## config.mk

```make
export PLATFORM = sky130hd
export DESIGN_NAME = bcs_front
export DESIGN_NICKNAME = d
export VERILOG_FILES = /design/src/rtl/core/bcs_pkg.sv /design/src/rtl/core/bcs_front.sv
export SDC_FILE = /design/constraint.sdc
export NUM_CORES = 1
export LEC_CHECK = 0
export BUFFER_PORTS_ARGS = -buffer_cell sky130_fd_sc_hd__buf_2
export CORE_AREA = 3 3 186 188
export CTS_CLUSTER_DIAMETER = 60
export DETAILED_ROUTE_END_ITERATION = 6
export DIE_AREA = 0 0 189 191
export PLACE_DENSITY = 0.74
export SKIP_CTS_REPAIR_TIMING = 1
export SYNTH_ARGS = -nofsm -noshare
export SYNTH_HDL_FRONTEND = slang
export SYNTH_SLANG_ARGS = --single-unit
export TNS_END_PERCENT = 1
```

## constraint.sdc

```tcl
create_clock -name clk -period 6.8 [get_ports clk]
set_input_delay 0.68 -clock clk [delete_from_list [all_inputs] [get_ports clk]]
set_output_delay 0.68 -clock clk [all_outputs]
set_load 0.01 [all_outputs]
```

## src/rtl/core/bcs_pkg.sv

```systemverilog
`timescale 1ns / 1ps
// ----------------------------------------------------------------------------
// bcs_pkg
// Shared types and constants of the cubic Bezier chain segmenter.
// ----------------------------------------------------------------------------
package bcs_pkg;

    localparam int COORD_BITS = 32;

    // weighted sum w1*a + w2*b, weights 0..3
    localparam int SUM_W     = COORD_BITS + 2;
    localparam int MAG_W     = COORD_BITS + 1;

    // divide by 3: q = (m * ceil(2^DIV_SHIFT / 3)) >> DIV_SHIFT, exact for m < 2^MAG_W
    localparam int DIV_SHIFT = COORD_BITS + 2;
    localparam int RECIP_W   = COORD_BITS + 1;
    localparam int K_LO_W    = RECIP_W / 2;
    localparam int K_HI_W    = RECIP_W - K_LO_W;
    localparam int PROD_W    = MAG_W + RECIP_W;
    localparam logic [63:0] RECIP_FULL = ((64'd1 << DIV_SHIFT) + 64'd2) / 64'd3;
    localparam logic [K_LO_W-1:0] RECIP_LO = RECIP_FULL[K_LO_W-1:0];
    localparam logic [K_HI_W-1:0] RECIP_HI = RECIP_FULL[RECIP_W-1:K_LO_W];

    localparam int QDEPTH = 2;

    typedef logic signed [COORD_BITS-1:0] coord_t;
    typedef logic signed [SUM_W-1:0]      sum_t;

    typedef struct packed {
        coord_t [2:0] c;    // c[0] = x, c[1] = y, c[2] = z
    } point_t;

    typedef enum logic [1:0] {
        JOB_PASS,   // four stored points leave unchanged
        JOB_QUAD,   // three-point tail, raised from quadratic
        JOB_LIN     // two-point tail, raised from linear
    } job_kind_t;

    typedef struct packed {
        job_kind_t    kind;
        point_t [3:0] pt;
    } job_t;

endpackage

```

## src/rtl/core/bcs_front.sv

```systemverilog
`timescale 1ns / 1ps
// ----------------------------------------------------------------------------
// bcs_front
// Buffers incoming control points and turns each closed segment into a job.
// ----------------------------------------------------------------------------
module bcs_front
    import bcs_pkg::*;
(
    input  logic   clk,
    input  logic   rst_n,
    input  logic   in_valid,
    output logic   in_stall,
    input  coord_t pos_x,
    input  coord_t pos_y,
    input  coord_t pos_z,
    input  logic   final_point,
    input  logic   q_full,
    output logic   push,
    output job_t   push_job
);

    point_t      store_reg [3];
    logic [1:0]  count_reg;
    logic [1:0]  count_next;
    logic [1:0]  wr_idx;
    point_t      pt_in;
    logic        accept;

    assign in_stall = q_full;
    assign accept   = in_valid && !q_full;

    always_comb
    begin
        pt_in.c[0] = pos_x;
        pt_in.c[1] = pos_y;
        pt_in.c[2] = pos_z;

        push_job.kind  = JOB_PASS;
        push_job.pt[0] = store_reg[0];
        push_job.pt[1] = store_reg[1];
        push_job.pt[2] = store_reg[2];
        push_job.pt[3] = pt_in;
        push = 1'b0;

        unique case (count_reg)
            2'd3:
            begin
                push = accept;
            end
            2'd2:
            begin
                push_job.kind  = JOB_QUAD;
                push_job.pt[2] = pt_in;
                push = accept && final_point;
            end
            2'd1:
            begin
                push_job.kind  = JOB_LIN;
                push_job.pt[1] = pt_in;
                push = accept && final_point;
            end
            default:
            begin
                push = 1'b0;
            end
        endcase

        // fourth point starts the next segment
        wr_idx = (count_reg == 2'd3) ? 2'd0 : count_reg;
        if (final_point)
            count_next = 2'd0;
        else if (count_reg == 2'd3)
            count_next = 2'd1;
        else
            count_next = count_reg + 2'd1;
    end

    always_ff @(posedge clk or negedge rst_n)
    begin
        if (!rst_n)
            count_reg <= 2'd0;
        else if (accept)
            count_reg <= count_next;
    end

    always_ff @(posedge clk)
    begin
        if (accept)
            store_reg[wr_idx] <= pt_in;
    end

endmodule

```

; ---- Word level (Yosys, flattened, before mapping)
; Memory sizes are Yosys's and may differ from the RTL's.
; Cells that the tools add are included.
[totals]
reg_bits = 2
ramBits = 288
in_bits = 101
elab_cells = 19
memories = 1
[memory_table]
columns = memory, depth, width, rd, rd_ports_with_merged_regs, write_ports, line_no
row1 = store_reg, 3, 96, 3, 0, 1, bcs_front.sv:22  ; point_t store_reg [3];
[classes]
add_sub_neg = 1
eq_ne = 3
mux = 9
reduce_logical = 4
[ops]
columns = operator, count
row1 = 2-to-1 mux 96 bit, 2
row2 = 2-to-1 mux 2 bit, 3
row3 = == test 2 bit (second input constant), 2
row4 = one-hot mux 2 bit (2 select lines), 1
row5 = adder 2 x 1 -> 2 bit (second input constant), 1
row6 = == test 2 x 1 -> 1 bit (second input constant), 1
row7 = logical AND 1 bit, 2
row8 = 2-to-1 mux 1 bit, 2
row9 = one-hot mux 1 bit (2 select lines), 1
row10 = OR reduction 2 bit, 1
row11 = logical NOT 1 bit, 1

; ---- Depth between registers and ports, before layout
[logic_depth]
ltp_word = 4
mapped_depth = 7
mapped_depth_nobuf = 4

; ---- Least setup slack after synthesis
; OpenSTA, ideal clock, no wires.
[synth_timing]
kind = input to register
from = input q_full
to = memory store_reg[0][0] (netlist name), enable pin
setup_time_ns = 0.551
arrival_time_ns = 4.826
t_required_ns = 6.249
setup_slack_ns = 1.423
cell_stages = 2
path_buffers = 0
path_cell_list = nand2b_1 nor2_1
[synth_via]
elab_chain_len = 4
[synth_lines]
columns = element, line_no
row1 = start: declaration, bcs_front.sv:17  ; input logic q_full,
row2 = logical NOT 1 bit, bcs_front.sv:30  ; assign accept = in_valid && !q_full;
row3 = logical AND 1 bit, bcs_front.sv:30
row4 = 2-to-1 mux 1 bit, bcs_front.sv:88  ; if (accept)
row5 = 2-to-1 mux 1 bit (not written as such), bcs_front.sv:89  ; store_reg[wr_idx] <= pt_in;
row6 = end: declaration, bcs_front.sv:22
; No other way between the ends.

==> metrics <==
switching share of power 27.17%; Int Power 3605 µW; Mapped Cells 618; top-area cell type share of the netlist area 71.64%; total clock sinks 290; CP arrival 3160 ps; Max FO, Critical Path 55; GRT Residual Overflow 0; Final setup viols 0; Leakage 0.006042 µW; Tcrit/Tclk final 56.45%; max FFs per register 288; worst slew pin tran 919.8 ps; Area contributors post-synth edfxtp_1, mux2_2, buf_4; critical path's top delay family buffers and inverters; drt wl/cell 19.32 µm; Post-DRT Antenna Nets 0; Syn Area/Cell 19.53 µm²; Synth area leader edfxtp_1; pin count of the biggest net entering global routing 57; Core Area 33,280 µm²; number of port buffers 488; CP max-delay cell buf_4; Hold WS 370.5 ps; max-cap violation count 0; switching power 1345 µW; total CTS buffers 31; status completed; final net count 1,132; die area 36,100 µm²; placer congestion estimate 0.7641; initial antenna violation count 3; Vias 6,901; die width 189 µm; CP Class flip-flop to output port; Layout area overhead 26.42%; Clk pwr share 32.9%; Reg power frac 43.6%; final core utilization 45.86%; Clock Path Buffers 3; Comb pwr share 23.5%; DP Wirelength 19.87 mm; power density cells 324.3 nW/µm²; Syn Nets 723; synthesized flop and latch total 290; CP Cell Sequence inv_1 > ha_4 > buf_4 > mux2_2 > buf_2; setup TNS 0 ps; Die H 191 µm; share of cells above drive strength 1 70.29%; Slew Limit Fails 0; root buffer cell clkbuf_16; Hold Crit Class primary input to flip-flop; Worst EP required 6120 ps; maximum vdd drop 0.2227 mV; DRT iter0 DRCs 251; clock latency on the worst-skew pair 550 ps; DR vias/cell 4.604; detailed-route wire length 28.97 mm; FMAX 260.5 MHz; Crit. End Element output port; Post-Syn Area 12,070 µm²; CTS H-tree depth 1; Fin. Hold Viols 0; post-synthesis sequential area ratio 72.06%; Buf/Inv on CP 3; Core Rows 67; RSZ-0062 raised after global routing false; GR Util All Layers 14.88%; vias in the first global route 6,704; CP Launch Type flip-flop; Starting Density 36.27%; slowest stage delay, CP 760 ps; minimum clock period 3839 ps; Yosys cell types 18; CTS clk-pin slew, worst paths 60 ps; slew margin rel. 38.68%; Ports 489; clk_skew 14.27 ps; TritonCTS clock tree built; Syn. warnings 0; Pre-antenna DRT Iters 4; DR DRC count 0; first-pass GRT wire length 42.07 mm
[cell type report]
| class | instances | area [µm²] |
|---|---|---|
| inverters | 2 | 7.507 |
| diodes | 1 | 2.502 |
| clock buffers | 36 | 794.5 |
| multi-input cells | 207 | 2500 |
| repair buffers | 495 | 2497 |
| flip-flops and latches | 290 | 8698 |
| well taps | 448 | 560.5 |
| clock inverters | 20 | 200.2 |
| fillers | 2942 | 18020 |
[cell usage after synthesis, drive strengths merged]
cell / instances
nand4bb: 1
nor2: 2
o21ai: 1
dfrtp: 2
a21oi: 1
mux2: 193
nor2b: 1
nand2b: 1
edfxtp: 288
ha: 4
inv: 2
nor3: 1
and2: 2
buf: 119
[worst register-to-register path: cells and delay by family, from the launching register on]
kind,cells,cell delay [ps]
fa+ha+maj,1,570
buf+inv,2,860
simple gates,1,710
flops,1,420
[final timing paths]
kind	to	slack (ps)	startpoint	depth (start not counted)
setup / recovery	push_job[238]	2960	count_reg[0]$_DFFE_PN0N_	5
hold / removal	store_reg[2][34]$_DFFE_PP_	370	pos_y[2]	1
setup reg to reg	store_reg[1][38]$_DFFE_PP_	3810	count_reg[1]$_DFFE_PN0N_	4
hold reg to reg	count_reg[0]$_DFFE_PN0N_	640	count_reg[0]$_DFFE_PN0N_	1
max in group asynchronous	count_reg[0]$_DFFE_PN0N_	6230	rst_n	2
min in group asynchronous	count_reg[1]$_DFFE_PN0N_	470	rst_n	2
[through the flow]
stage,instances,total power [µW],setup WS [ps],area [µm²]
6_report,1499,4949,2961,15260
5_1_grt,1499,5144,2815,15260
4_1_cts,1497,5012,2922,15250
3_5_place_dp,1441,3367,3503,14250
3_3_place_gp,1441,3353,3583,14250
2_1_floorplan,618,2966,1423,12070
[power groups by stage]
stage	Combinational [µW]	Sequential, µW	Clock, µW
floorplan	732	2230	0
global placement	1160	2190	0
detailed placement	1170	2190	0
CTS	1180	2160	1670
global route	1240	2170	1740
finish	1160	2160	1630
[logic make-up after synthesis]
| kind of cell | Yosys count | synth area share (%) |
|---|---|---|
| compound gates | 2 | 0.08284 |
| fa+ha+maj | 4 | 0.4146 |
| buf+inv | 121 | 7.546 |
| flops | 290 | 72.06 |
| mux | 193 | 19.50 |
| simple gates | 8 | 0.4043 |
[metal layers]
layer | GRT usage (%) | up-vias | routed length (µm)
met5 | 0 | - | 8
met4 | 4.698 | 2 | 889
met3 | 3.851 | 49 | 2325
met2 | 25.80 | 352 | 14160
met1 | 18.26 | 3402 | 11580
li1 | - | 3096 | -
[cells in the final DEF (no fill, tap or decap), types with 2 or more instances in the layout]
cell        netlist  layout
and2_4            0       2
buf_2            13     488
buf_4            97       6
bufinv_16         0       3
clkbuf_1          0       5
clkbuf_16         0      31
clkinv_1          0       5
clkinv_2          0       7
clkinv_8          0       2
clkinvlp_4        0       2
dfrtp_1           2       2
edfxtp_1        288     288
ha_1              4       2
ha_4              0       2
inv_1             2       2
mux2_2          145     145
mux2_4           48      48
(Power assumes the default switching activity.)
