==> config.mk <==
export PLATFORM = sky130hd
export DESIGN_NAME = bcs_queue
export DESIGN_NICKNAME = d
export VERILOG_FILES = /design/src/rtl/core/bcs_pkg.sv /design/src/rtl/core/bcs_queue.sv
export SDC_FILE = /design/constraint.sdc
export NUM_CORES = 1
export LEC_CHECK = 0
export ABC_AREA = 1
export BUFFER_PORTS_ARGS = -buffer_cell sky130_fd_sc_hd__buf_2
export CAP_MARGIN = 0
export CORE_ASPECT_RATIO = 1.1
export CORE_MARGIN = 4
export CORE_UTILIZATION = 33
export DETAILED_ROUTE_END_ITERATION = 7
export PLACE_DENSITY = 0.55
export SLEW_MARGIN = 5
export SYNTH_ARGS = -nofsm -noshare
export SYNTH_HDL_FRONTEND = slang
export SYNTH_SLANG_ARGS = --single-unit
==> constraint.sdc <==
create_clock -name clk -period 28.4 [get_ports clk]
set_clock_uncertainty 0.1 [all_clocks]
set_input_delay 1.42 -clock clk [delete_from_list [all_inputs] [get_ports clk]]
set_output_delay 1.42 -clock clk [all_outputs]
set_load 0.01 [all_outputs]
==> src/rtl/core/bcs_pkg.sv <==
`timescale 1ns / 1ps
// ----------------------------------------------------------------------------
// bcs_pkg
// Shared types and constants of the cubic Bezier chain segmenter.
// ----------------------------------------------------------------------------
package bcs_pkg;

    localparam int COORD_BITS = 32;

    // weighted sum w1*a + w2*b, weights 0..3
    localparam int SUM_W     = COORD_BITS + 2;
    localparam int MAG_W     = COORD_BITS + 1;

    // divide by 3: q = (m * ceil(2^DIV_SHIFT / 3)) >> DIV_SHIFT, exact for m < 2^MAG_W
    localparam int DIV_SHIFT = COORD_BITS + 2;
    localparam int RECIP_W   = COORD_BITS + 1;
    localparam int K_LO_W    = RECIP_W / 2;
    localparam int K_HI_W    = RECIP_W - K_LO_W;
    localparam int PROD_W    = MAG_W + RECIP_W;
    localparam logic [63:0] RECIP_FULL = ((64'd1 << DIV_SHIFT) + 64'd2) / 64'd3;
    localparam logic [K_LO_W-1:0] RECIP_LO = RECIP_FULL[K_LO_W-1:0];
    localparam logic [K_HI_W-1:0] RECIP_HI = RECIP_FULL[RECIP_W-1:K_LO_W];

    localparam int QDEPTH = 2;

    typedef logic signed [COORD_BITS-1:0] coord_t;
    typedef logic signed [SUM_W-1:0]      sum_t;

    typedef struct packed {
        coord_t [2:0] c;    // c[0] = x, c[1] = y, c[2] = z
    } point_t;

    typedef enum logic [1:0] {
        JOB_PASS,   // four stored points leave unchanged
        JOB_QUAD,   // three-point tail, raised from quadratic
        JOB_LIN     // two-point tail, raised from linear
    } job_kind_t;

    typedef struct packed {
        job_kind_t    kind;
        point_t [3:0] pt;
    } job_t;

endpackage

==> src/rtl/core/bcs_queue.sv <==
`timescale 1ns / 1ps
// ----------------------------------------------------------------------------
// bcs_queue
// Short job queue between the point buffer and the vertex pipeline.
// ----------------------------------------------------------------------------
module bcs_queue
    import bcs_pkg::*;
(
    input  logic clk,
    input  logic rst_n,
    input  logic push,
    input  job_t push_job,
    output logic full,
    input  logic pop,
    output logic head_valid,
    output job_t head_job
);

    localparam int PTR_W = $clog2(QDEPTH);
    localparam int CNT_W = $clog2(QDEPTH + 1);

    job_t             entry_reg [QDEPTH];
    logic [PTR_W-1:0] wr_ptr_reg;
    logic [PTR_W-1:0] rd_ptr_reg;
    logic [CNT_W-1:0] cnt_reg;
    logic             do_push;
    logic             do_pop;

    assign full       = (cnt_reg == CNT_W'(QDEPTH));
    assign head_valid = (cnt_reg != '0);
    assign head_job   = entry_reg[rd_ptr_reg];
    assign do_push    = push && !full;
    assign do_pop     = pop && head_valid;

    function automatic logic [PTR_W-1:0] ptr_inc(input logic [PTR_W-1:0] p);
        ptr_inc = (p == PTR_W'(QDEPTH - 1)) ? '0 : p + PTR_W'(1);
    endfunction

    always_ff @(posedge clk or negedge rst_n)
    begin
        if (!rst_n)
        begin
            wr_ptr_reg <= '0;
            rd_ptr_reg <= '0;
            cnt_reg    <= '0;
        end
        else
        begin
            if (do_push)
                wr_ptr_reg <= ptr_inc(wr_ptr_reg);
            if (do_pop)
                rd_ptr_reg <= ptr_inc(rd_ptr_reg);
            if (do_push && !do_pop)
                cnt_reg <= cnt_reg + CNT_W'(1);
            else if (do_pop && !do_push)
                cnt_reg <= cnt_reg - CNT_W'(1);
        end
    end

    always_ff @(posedge clk)
    begin
        if (do_push)
            entry_reg[wr_ptr_reg] <= push_job;
    end

endmodule

Yosys cells after proc, flatten, opt, wreduce, memory -nomap -nowiden
Memory sizes are Yosys's and may differ from the RTL's.
Cells that the tools add are included.
{"block": "op_classes", "n_eq_ne": 1, "n_reduce_logical": 9, "addsub": 4, "muxes": 6}
{"operator": "1-bit logical AND", "count": 4}
{"operator": "1-bit two-way mux", "count": 4}
{"operator": "2-bit two-way mux", "count": 2}
{"operator": "2-bit nonzero test", "count": 2}
{"operator": "1-bit zero test", "count": 3}
{"operator": "1-bit adder (second input constant)", "count": 2}
{"operator": "2-bit by 1-bit adder with 2-bit output (second input constant)", "count": 1}
{"operator": "2-bit equality test (second input constant)", "count": 1}
{"operator": "2-bit by 1-bit subtractor with 2-bit output (second input constant)", "count": 1}
{"block": "word_totals", "reg_bits": 4, "memories": 1, "out_inout_bits": 388, "ram_bits": 772, "wordCells": 24}
{"memory": "entry_reg", "words": 2, "width": 386, "read_ports": 1, "rd_ports_with_merged_regs": 0, "wr": 1, "line_no": "bcs_queue.sv:22", "source": "job_t entry_reg [QDEPTH];"}

Longest topological paths before layout
{"block": "depth", "word_depth": 7, "mapped_depth": 9}

Least setup slack after synthesis
Ideal clock, no wire load.
{"block": "synth_path", "path_type": "input-to-reg", "startpoint": "in push", "endpoint": "mem entry_reg[1][0] in the netlist's numbering, enable pin", "n_path_buf": 0, "setup_ps": 1142, "cell_stages": 2, "setup_slack_ps": 9662, "required_ps": 27158, "t_arrival_ps": 17495, "cell_sequence": "o21ai_0 -> nor2_1"}
{"block": "synth_via", "elab_chain_len": 3}
{"element": "start: declaration", "line_no": "bcs_queue.sv:11", "source": "input logic push,"}
{"element": "1-bit logical AND", "line_no": "bcs_queue.sv:32", "source": "assign do_push = push && !full;"}
{"element": "1-bit two-way mux", "line_no": "bcs_queue.sv:62", "source": "if (do_push)"}
{"element": "1-bit two-way mux (not written as such)", "line_no": "bcs_queue.sv:63", "source": "entry_reg[wr_ptr_reg] <= push_job;"}
{"element": "end: declaration", "line_no": "bcs_queue.sv:22"}
Every way passes these cells.

==> run summary <==
Maximum operating frequency: 0.1868 GHz
TritonCTS Buffers: 82
Clk slew on worst S/H paths: 0.06 ns
Avg Cell Area, Syn: 13.89 µm²
Largest net degree at the start of global routing: 197
Crit. End Element: primary output
Port Buffer Count: 777
Critical Path AT: 3.83 ns
Layout area overhead: 26.02%
Routed wire length per instance: 18.65 µm
Status: completed
Pwr dens: 107.2 nW/µm²
Vias in the first global route: 16.92k
Pre-CTS setup slack: 23.62 ns
Post-Place Cell Area: 33,240 µm²
Gpl congestion: 0.8206
Worst hold path type: register to register
Setup Crit Path Kind: register to primary output
Number of synthesized register bits: 776
Root buffer cell: clkbuf_16
Final Setup Violations: 0
Max reg flops: 772
Hold WS: 0.3890 ns
Nets: 3,226
DP HPWL: 51,080 µm
CTS Hold Buffers Added: 0
Setup Fix Bufs, Post-CTS: 0
Core area: 85,200 µm²
Rel. slew slack: 0.1354
Congestion Overflow GR: 0
Vias/cell: 4.316
Die Y-Extent: 315.9 µm
Pre-antenna DRT Iters: 4
Total wire length: 75,580 µm
Tmin final: 5.353 ns
Total die area: 90,940 µm²
Design Area, Final: 35,840 µm²
Rows: 112
Post-route setup TNS: 0 ns
Req. time, crit path: 26.88 ns
CTS resizes: 0
Final Hold Viols: 0
First-pass GRT wire length: 107,400 µm
CTS tree: done
Worst Hold Path Cells: 2
Fin crit share: 0.1885
Boundary pin count: 778
Die Wd: 287.9 µm
Synth warnings: 0
Share of cells above drive strength 1: 0.3121
VDD IR-drop max: 0.07814 mV
Worst Setup Start Kind: register
Antenna violations before repair: 23
Max-cap violation count: 0
Clk_lat worst skew: 0.63 ns
Mapped Area: 28,440 µm²
Worst-margin pin slew: 1.297 ns
Syn nets: 2,438
Register area share after synthesis: 0.8187
Final Worst Setup Slack: 23.05 ns
CTS sink cnt: 776
Syn Inst Count: 2,047
Drt drc: 0
Maximum clock path buffer count: 3
R2R depth: 5
Gr usage total: 0.1576
Lkg Pwr: 15.18 nW
DR vias: 17.49k
CTS H-tree lvls: 3
Max Slew Vio Count: 0
Antenna viol nets, final: 0
Initial core utilization: 0.3338
Netlist cell types: 14
Crit Path Max Fanout: 196
RSZ-0062 raised after global routing: false
DRT iter0 DRCs: 1,124
[worst paths after layout]
kind                                   startpoint                           to  slack [ns]
setup / recovery           rd_ptr_reg$_DFFE_PN0P_                head_job[158]       23.05
hold / removal             cnt_reg[1]$_DFFE_PN0P_       cnt_reg[1]$_DFFE_PN0P_        0.39
setup reg to reg           cnt_reg[1]$_DFFE_PN0P_  entry_reg[1][137]$_DFFE_PP_       25.26
hold reg to reg            cnt_reg[1]$_DFFE_PN0P_       cnt_reg[1]$_DFFE_PN0P_        0.39
max in group asynchronous                   rst_n       rd_ptr_reg$_DFFE_PN0P_       27.56
min in group asynchronous                   rst_n       cnt_reg[1]$_DFFE_PN0P_        0.50
[layout by cell type (no fill, tap or decap)]
cell type	instances
buf_12	4
buf_2	777
buf_4	8
bufinv_16	4
clkbuf_1	21
clkbuf_16	83
clkinv_1	16
clkinv_16	2
clkinv_2	15
clkinv_4	3
clkinv_8	1
clkinvlp_4	1
dfrtp_1	3
dfrtp_4	1
diode_2	13
edfxtp_1	772
ha_1	1
inv_1	6
inv_16	2
inv_6	2
inv_8	1
nand2_1	1169
nand3_1	2
nand4_1	1
nor2_1	2
nor2_4	1
o21ai_0	1
xnor2_1	1
[worst max-delay path, cell delays in order, from the launching register on]
cell and delay (ns):
dfrtp_4 1.05, clkinv_8 0.66, buf_12 0.54, nand2_1 0.24, nand2_1 0.12, buf_2 0.16
[cell families (layout without fill, tap and decap cells)]
kind of cell             after synthesis  count (layout)  share of synthesized area
XOR/XNOR                               1               1                  0.0003080
adder cells (fa/ha/maj)                1               1                  0.0004399
AND/OR/NAND/NOR                     1175            1175                     0.1553
flip-flops                           776             776                     0.8187
AO/OA/AOI/OAI                          1               1                  0.0001758
buffers and inverters                 93             946                    0.02508
other                                  0              13                          0
[area by class of cell]
| cell class | instances | area, µm² |
|---|---|---|
| Fill cell | 7919 | 49370 |
| Clock buffer | 104 | 2156 |
| Timing Repair Buffer | 789 | 4029 |
| Antenna cell | 13 | 32.53 |
| Tap cell | 1140 | 1426 |
| Clock inverter | 45 | 406.6 |
| Inverter | 8 | 50.05 |
| Multi-Input combinational cell | 1178 | 4449 |
| Sequential cell | 776 | 23290 |
[power breakdown]
| part | total [W] | internal [W] | switching [W] |
|---|---|---|---|
| clock | 0.00101 | 0.000579 | 0.000435 |
| combinational | 0.00120 | 0.000357 | 0.000838 |
| sequential | 0.00163 | 0.00156 | 0.0000695 |
| total | 0.00384 | 0.00250 | 0.00134 |
[synth_stat cells]
library cell / count / area, µm²
inv_4: 1 / 6.260
buf_6: 38 / 427.9
edfxtp_1: 772 / 23180
o21ai_0: 1 / 5.000
nand3_1: 2 / 10.01
buf_4: 7 / 52.55
ha_1: 1 / 12.51
inv_1: 7 / 26.28
buf_2: 40 / 200.2
nor2_1: 3 / 11.26
nand2_1: 1169 / 4388
nand4_1: 1 / 6.260
xnor2_1: 1 / 8.760
dfrtp_1: 4 / 100.1
[metrics by stage]
step	power [W]	cells	util
floorplan	0.002485	2047	-
global placement	0.002883	3891	0.3901
detailed placement	0.002887	3891	0.3901
CTS	0.003913	4040	0.4202
global route	0.004071	4046	0.4204
finish	0.003843	4053	0.4206
[per-layer routing]
layer | vias to the layer above | part of all wire | routed length [µm] | GRT usage
met4 | 12 | 0.026 | 1978 | 0.05089
li1 | 8544 | - | - | -
met1 | 8254 | 0.37 | 28020 | 0.1752
met2 | 563 | 0.52 | 39540 | 0.2855
met3 | 121 | 0.079 | 5960 | 0.05090
met5 | - | 0.0011 | 85 | 0
Note: power is estimated with default switching activity, not from simulation.
